[config.mk]
export PLATFORM = sky130hd
export DESIGN_NAME = obpb_mul
export DESIGN_NICKNAME = d
export VERILOG_FILES = /design/src/design/obpb_pkg.sv /design/src/design/obpb_mul.sv
export SDC_FILE = /design/constraint.sdc
export NUM_CORES = 2
export LEC_CHECK = 0
export BUFFER_PORTS_ARGS = -buffer_cell sky130_fd_sc_hd__buf_2
export CORE_MARGIN = 2
export CORE_UTILIZATION = 48
export DETAILED_ROUTE_END_ITERATION = 6
export GPL_TIMING_DRIVEN = 0
export HOLD_SLACK_MARGIN = 0.06
export PLACE_DENSITY_LB_ADDON = 0.1
export SKIP_LAST_GASP = 1
export SLEW_MARGIN = 5
export SYNTH_ARGS = -nofsm -noshare
export SYNTH_HDL_FRONTEND = slang
export SYNTH_SLANG_ARGS = --single-unit
[constraint.sdc]
create_clock -name clk -period 11.8 [get_ports clk]
set_clock_uncertainty 0.15 [all_clocks]
set_input_delay 1.18 -clock clk [delete_from_list [all_inputs] [get_ports clk]]
set_output_delay 1.18 -clock clk [all_outputs]
set_load 0.01 [all_outputs]
[src/design/obpb_pkg.sv]
// Shared types, codes and helpers for the oriented box plane builder.
// No dependencies; imported by obpb_mul, the top level and the bench.
package obpb_pkg;

    typedef logic signed [31:0] word_t;
    typedef logic signed [63:0] prod_t;

    localparam int FRAC_BITS_DEF = 16;

    // input slot codes
    localparam logic [2:0] SLOT_COL0  = 3'd0;
    localparam logic [2:0] SLOT_COL1  = 3'd1;
    localparam logic [2:0] SLOT_COL2  = 3'd2;
    localparam logic [2:0] SLOT_TRANS = 3'd3;
    localparam logic [2:0] SLOT_SIZE  = 3'd4;
    localparam logic [2:0] SLOT_OFFS  = 3'd5;
    // slots that store nothing
    localparam logic [2:0] SLOT_SPARE_A = 3'd6;
    localparam logic [2:0] SLOT_SPARE_B = 3'd7;

    // result index codes for the two bound words
    localparam logic [2:0] IDX_LO = 3'd6;
    localparam logic [2:0] IDX_HI = 3'd7;

    localparam prod_t S32_MAX = 64'sd2147483647;
    localparam prod_t S32_MIN = -64'sd2147483648;

    function automatic word_t sat32(input prod_t v);
        if (v > S32_MAX)
        begin
            return 32'sh7fffffff;
        end
        else if (v < S32_MIN)
        begin
            return 32'sh80000000;
        end
        return v[31:0];
    endfunction

    function automatic logic [1:0] next3(input logic [1:0] j);
        return (j == 2'd2) ? 2'd0 : j + 2'd1;
    endfunction

    // corner triples that span each face: anchor, edge one, edge two
    function automatic logic [2:0] face_vtx(input logic [2:0] f, input logic [1:0] s);
        logic [8:0] row;
        case (f)
            3'd0:    row = {3'd0, 3'd3, 3'd4};
            3'd1:    row = {3'd1, 3'd5, 3'd2};
            3'd2:    row = {3'd3, 3'd7, 3'd2};
            3'd3:    row = {3'd0, 3'd1, 3'd4};
            3'd4:    row = {3'd0, 3'd1, 3'd3};
            3'd5:    row = {3'd4, 3'd7, 3'd5};
            default: row = 9'd0;
        endcase
        case (s)
            2'd0:    return row[8:6];
            2'd1:    return row[5:3];
            default: return row[2:0];
        endcase
    endfunction

    // corner used for the plane distance of each face
    function automatic logic [2:0] anchor_vtx(input logic [2:0] f);
        case (f)
            3'd1:    return 3'd1;
            3'd3:    return 3'd3;
            3'd5:    return 3'd4;
            default: return 3'd0;
        endcase
    endfunction

endpackage

[src/design/obpb_mul.sv]
// Shared signed 32x32 multiplier with registered 64-bit product.
// Depends on obpb_pkg for word and product types.
module obpb_mul (
    input  logic           clk,
    input  obpb_pkg::word_t a,
    input  obpb_pkg::word_t b,
    output obpb_pkg::prod_t prod
);
    import obpb_pkg::*;

    prod_t prod_reg;

    always_ff @(posedge clk)
    begin
        prod_reg <= 64'(a) * 64'(b);
    end

    assign prod = prod_reg;

endmodule

# Yosys cells after proc, flatten, opt, wreduce, memory -nomap -nowiden
# Index checks and enable logic that the tools add are counted.
[word_totals]
elab_cells = 2
register_bits = 64
out_inout_bits = 64
inputBits = 65
[op_classes]
multipliers = 1
[op_table]
columns = ["operator", "count"]
rows = [
  ["32-bit by 32-bit multiplier with 64-bit output", 1],
]

# Depth between registers and ports, before layout
[depth]
word_depth = 1
mapped_depth = 28
depth_no_buf = 27

# Least setup slack after synthesis
# Ideal clock, no wire load.
[synth_path]
kind = "input-to-reg"
from = "in b[2]"
to = "reg prod_reg[62], in the netlist prod[62]"
n_path_buf = 1
path_slack_ns = 3.209
path_stages = 24
required_ns = 11.578
setup_ns = 0.072
arrival_time_ns = 8.369
path_cell_list = "clkbuf_1 > nand2_1 > inv_1 > fa_1 > fa_1 > fa_1 > fa_1 > inv_1 > fa_1 > inv_1 > fa_1 > inv_1 > fa_1 > inv_1 > fa_1 > ha_1 > and3_1 > nand2_1 > or3_1 > o22a_1 > o211ai_1 > a31oi_1 > o31ai_1 > xor2_1"
[synth_via]
elab_chain_len = 1
[synth_rtl]
columns = ["item", "line", "rtl"]
rows = [
  ["start, declared", "obpb_mul.sv:6", "input obpb_pkg::word_t b,"],
  ["32-bit by 32-bit multiplier with 64-bit output", "obpb_mul.sv:15", "prod_reg <= 64'(a) * 64'(b);"],
  ["end signal, assigned", "obpb_mul.sv:15", ""],
  ["end, declared", "obpb_mul.sv:11", "prod_t prod_reg;"],
]
# No other way between the ends.

# Final worst setup path
[layout_path]
from = "in a[31]"
to = "reg prod_reg[62], in the netlist prod[62]"
[layout_via]
elab_chain_len = 1
[layout_rtl]
columns = ["item", "line", "rtl"]
rows = [
  ["start, declared", "obpb_mul.sv:5", "input obpb_pkg::word_t a,"],
  ["32-bit by 32-bit multiplier with 64-bit output", "obpb_mul.sv:15", ""],
]
# No other way between the ends.

==> results.json <==
{
  "post_cts_buffers": 0,
  "vias": 27100,
  "timing.final.setup_violations": 0,
  "yosys.cell_types.count": 63,
  "number_of_antenna_violations_at_the_first_check_in_global_routing": 11,
  "ys_dominant_reg_cell": "dfxtp_1",
  "cts_tree": "yes",
  "synth_sequential_area_ratio_pct": 3.44,
  "detailedPlace.worstSlack_ps": 451,
  "min_path_type": "input pin to register",
  "postSynthAreaPerCell_um2": 9.59,
  "layout_commonest_cell": "fa_1",
  "drtIter0Drc": 1814,
  "instance_count_of_the_mapped_netlist": 3884,
  "yosys_register_bits": 64,
  "cap_viol_max_count": 0,
  "fmaxAchievable_mhz": 93.2,
  "multiInputGateArea_mm2": 0.0316,
  "grt_max_degree": 23,
  "path_class": "input pin to register",
  "crit_path_top_delay_cell": "fa_1",
  "synthesis_warnings": 0,
  "drc_errors": 0,
  "highest_count_cells_in_the_layout_ignoring_fill_and_taps": "fa_1, inv_1, and2_1",
  "syn-num-nets": 5215,
  "slowest_delay_ps": 930,
  "clock_path_buffers": 2,
  "layout.nets": 5354,
  "start_util_pct": 48.3,
  "totalNegativeSetupSlack_ps": 0,
  "syn_area_mm2": 0.0372,
  "synth-edff-count": 0,
  "global_route_wire_length_before_repair_um": 194000,
  "detail_route.wirelength.met1_um": 51200,
  "final_layout_size_suffix_gt1_share_pct": 4.20,
  "seqCellArea_mm2": 0.00128,
  "dieWidth_um": 283,
  "post_drt_wl_per_cell_um": 25.5,
  "slew_violations": 0,
  "globalRoute.totalOverflow": 0,
  "clock-sinks": 64,
  "layout.filler_cells": 7525,
  "worst_endpoint_required_time_ps": 11990,
  "largest_register_ff_count": 64,
  "vias_in_the_first_global_route": 29600,
  "run_status": "completed",
  "dr_wl_met2_um": 61600,
  "critPathMaxFanout": 10,
  "highest_layer": "met5",
  "cts_buffers": 9,
  "place.port_buffers": 128,
  "grt_setup_unrepaired": "no",
  "ys_async_sr_fraction_pct": 0,
  "cts-htree-levels": 3,
  "wl_met3_um": 8690,
  "length_of_the_first_detailed_routing_pass_in_iterations": 5,
  "clockRootBuffer": "clkbuf_16",
  "route.antenna.remaining_nets": 0,
  "fin_ws_ps": 1070,
  "core.rowCount": 102,
  "timing.final.crit_share_pct": 90.9,
  "layout_min_cycle_time_ps": 10730,
  "die_area_mm2": 0.0798,
  "timing.max_slew.rel_slack_pct": 24.0,
  "worst_pin_slew_ps": 1140,
  "chipHeight_um": 283,
  "critical_path.startpoint_type": "input pin",
  "place_hpwl_um": 113000,
  "final-hold-violation-count": 0,
  "gp_congestion": 1.03,
  "crit_end_element": "register",
  "total_length_of_routed_wires_um": 129000,
  "ios": 129,
  "placed_cell_area_mm2": 0.0392,
  "grt_use_total_pct": 34.5,
  "clk_pin_slew_ps": 60,
  "area_delta_synth_final_pct": 6.02,
  "count_of_instances_resized_after_the_clock_tree_is_built": 0,
  "critical_path_arrival_ps": 10920,
  "routed_via_density": 5.34,
  "finished_layout_cell_area_mm2": 0.0395,
  "cts_hold_buffers": 0,
  "critical-path-top-cell-by-count": "fa_1",
  "core_region_area_mm2": 0.0771
}
-- Yosys cell counts, drive strengths merged, types with 8 or more instances --
cell type,instances,area (µm²)
ha,184,2300
o21bai,15,113
o21ai,31,163
clkbuf,195,732
fa,1082,21700
nand2b,9,56.3
and3,9,62.6
nor2,42,158
a31oi,13,96.3
xor2,22,193
a21o,25,190
dfxtp,64,1280
inv,952,3570
xnor2,53,464
nand3,15,75.1
a21oi,68,340
a211oi,8,87.6
nand2,511,1920
and2,516,3230
-- logic make-up after synthesis --
kind of cell	Yosys count	share of synthesized area [%]
adders and majority gates	1266	64.3
buffers and inverters	1152	11.6
and+or+nand+nor	1134	15.4
AOI/OAI and AO/OA	193	3.46
xor gates and xnor gates	75	1.76
DFF	64	3.44
-- layout make-up --
type	instances	area share [%]
repair buffers	128	1.62
plain buffers	200	1.91
diodes	4	0.0254
flip-flops and latches	64	3.24
multi-input cells	2668	80.1
clock inverters	5	0.149
well taps	1040	3.30
clock buffers	10	0.580
inverters	952	9.05
-- layer usage --
| metal | GRT usage [%] | vias to the layer above |
|---|---|---|
| li1 | - | 11300 |
| met1 | 44.9 | 14500 |
| met2 | 56.6 | 981 |
| met3 | 5.16 | 268 |
| met4 | 16.8 | 12 |
| met5 | 0 | - |
-- worst paths after layout --
kind | to | depth (start not counted) | from | slack, ps
worst max-delay path | prod[62] | 26 | a[31] | 1070
worst min-delay path | prod[0] | 2 | b[0] | 1080
-- through the flow --
stage	hold WS (ps)	std cells	utilization (%)
finish	1080	5071	51.2
global route	1070	5067	51.2
CTS	1050	5067	51.2
detailed placement	1420	5052	50.8
global placement	1420	5052	50.8
floorplan	1160	3884	-
-- worst max-delay path: cells and delay by family --
kind            cells  cell delay, ps
fa+ha+maj           9            4860
buf+inv             9            2280
compound gates      3            1300
simple gates        4            1090
xor+xnor            1             170
Power is not shown: default switching activity piles up to over one toggle a cycle in this logic, so the estimate is an artifact.
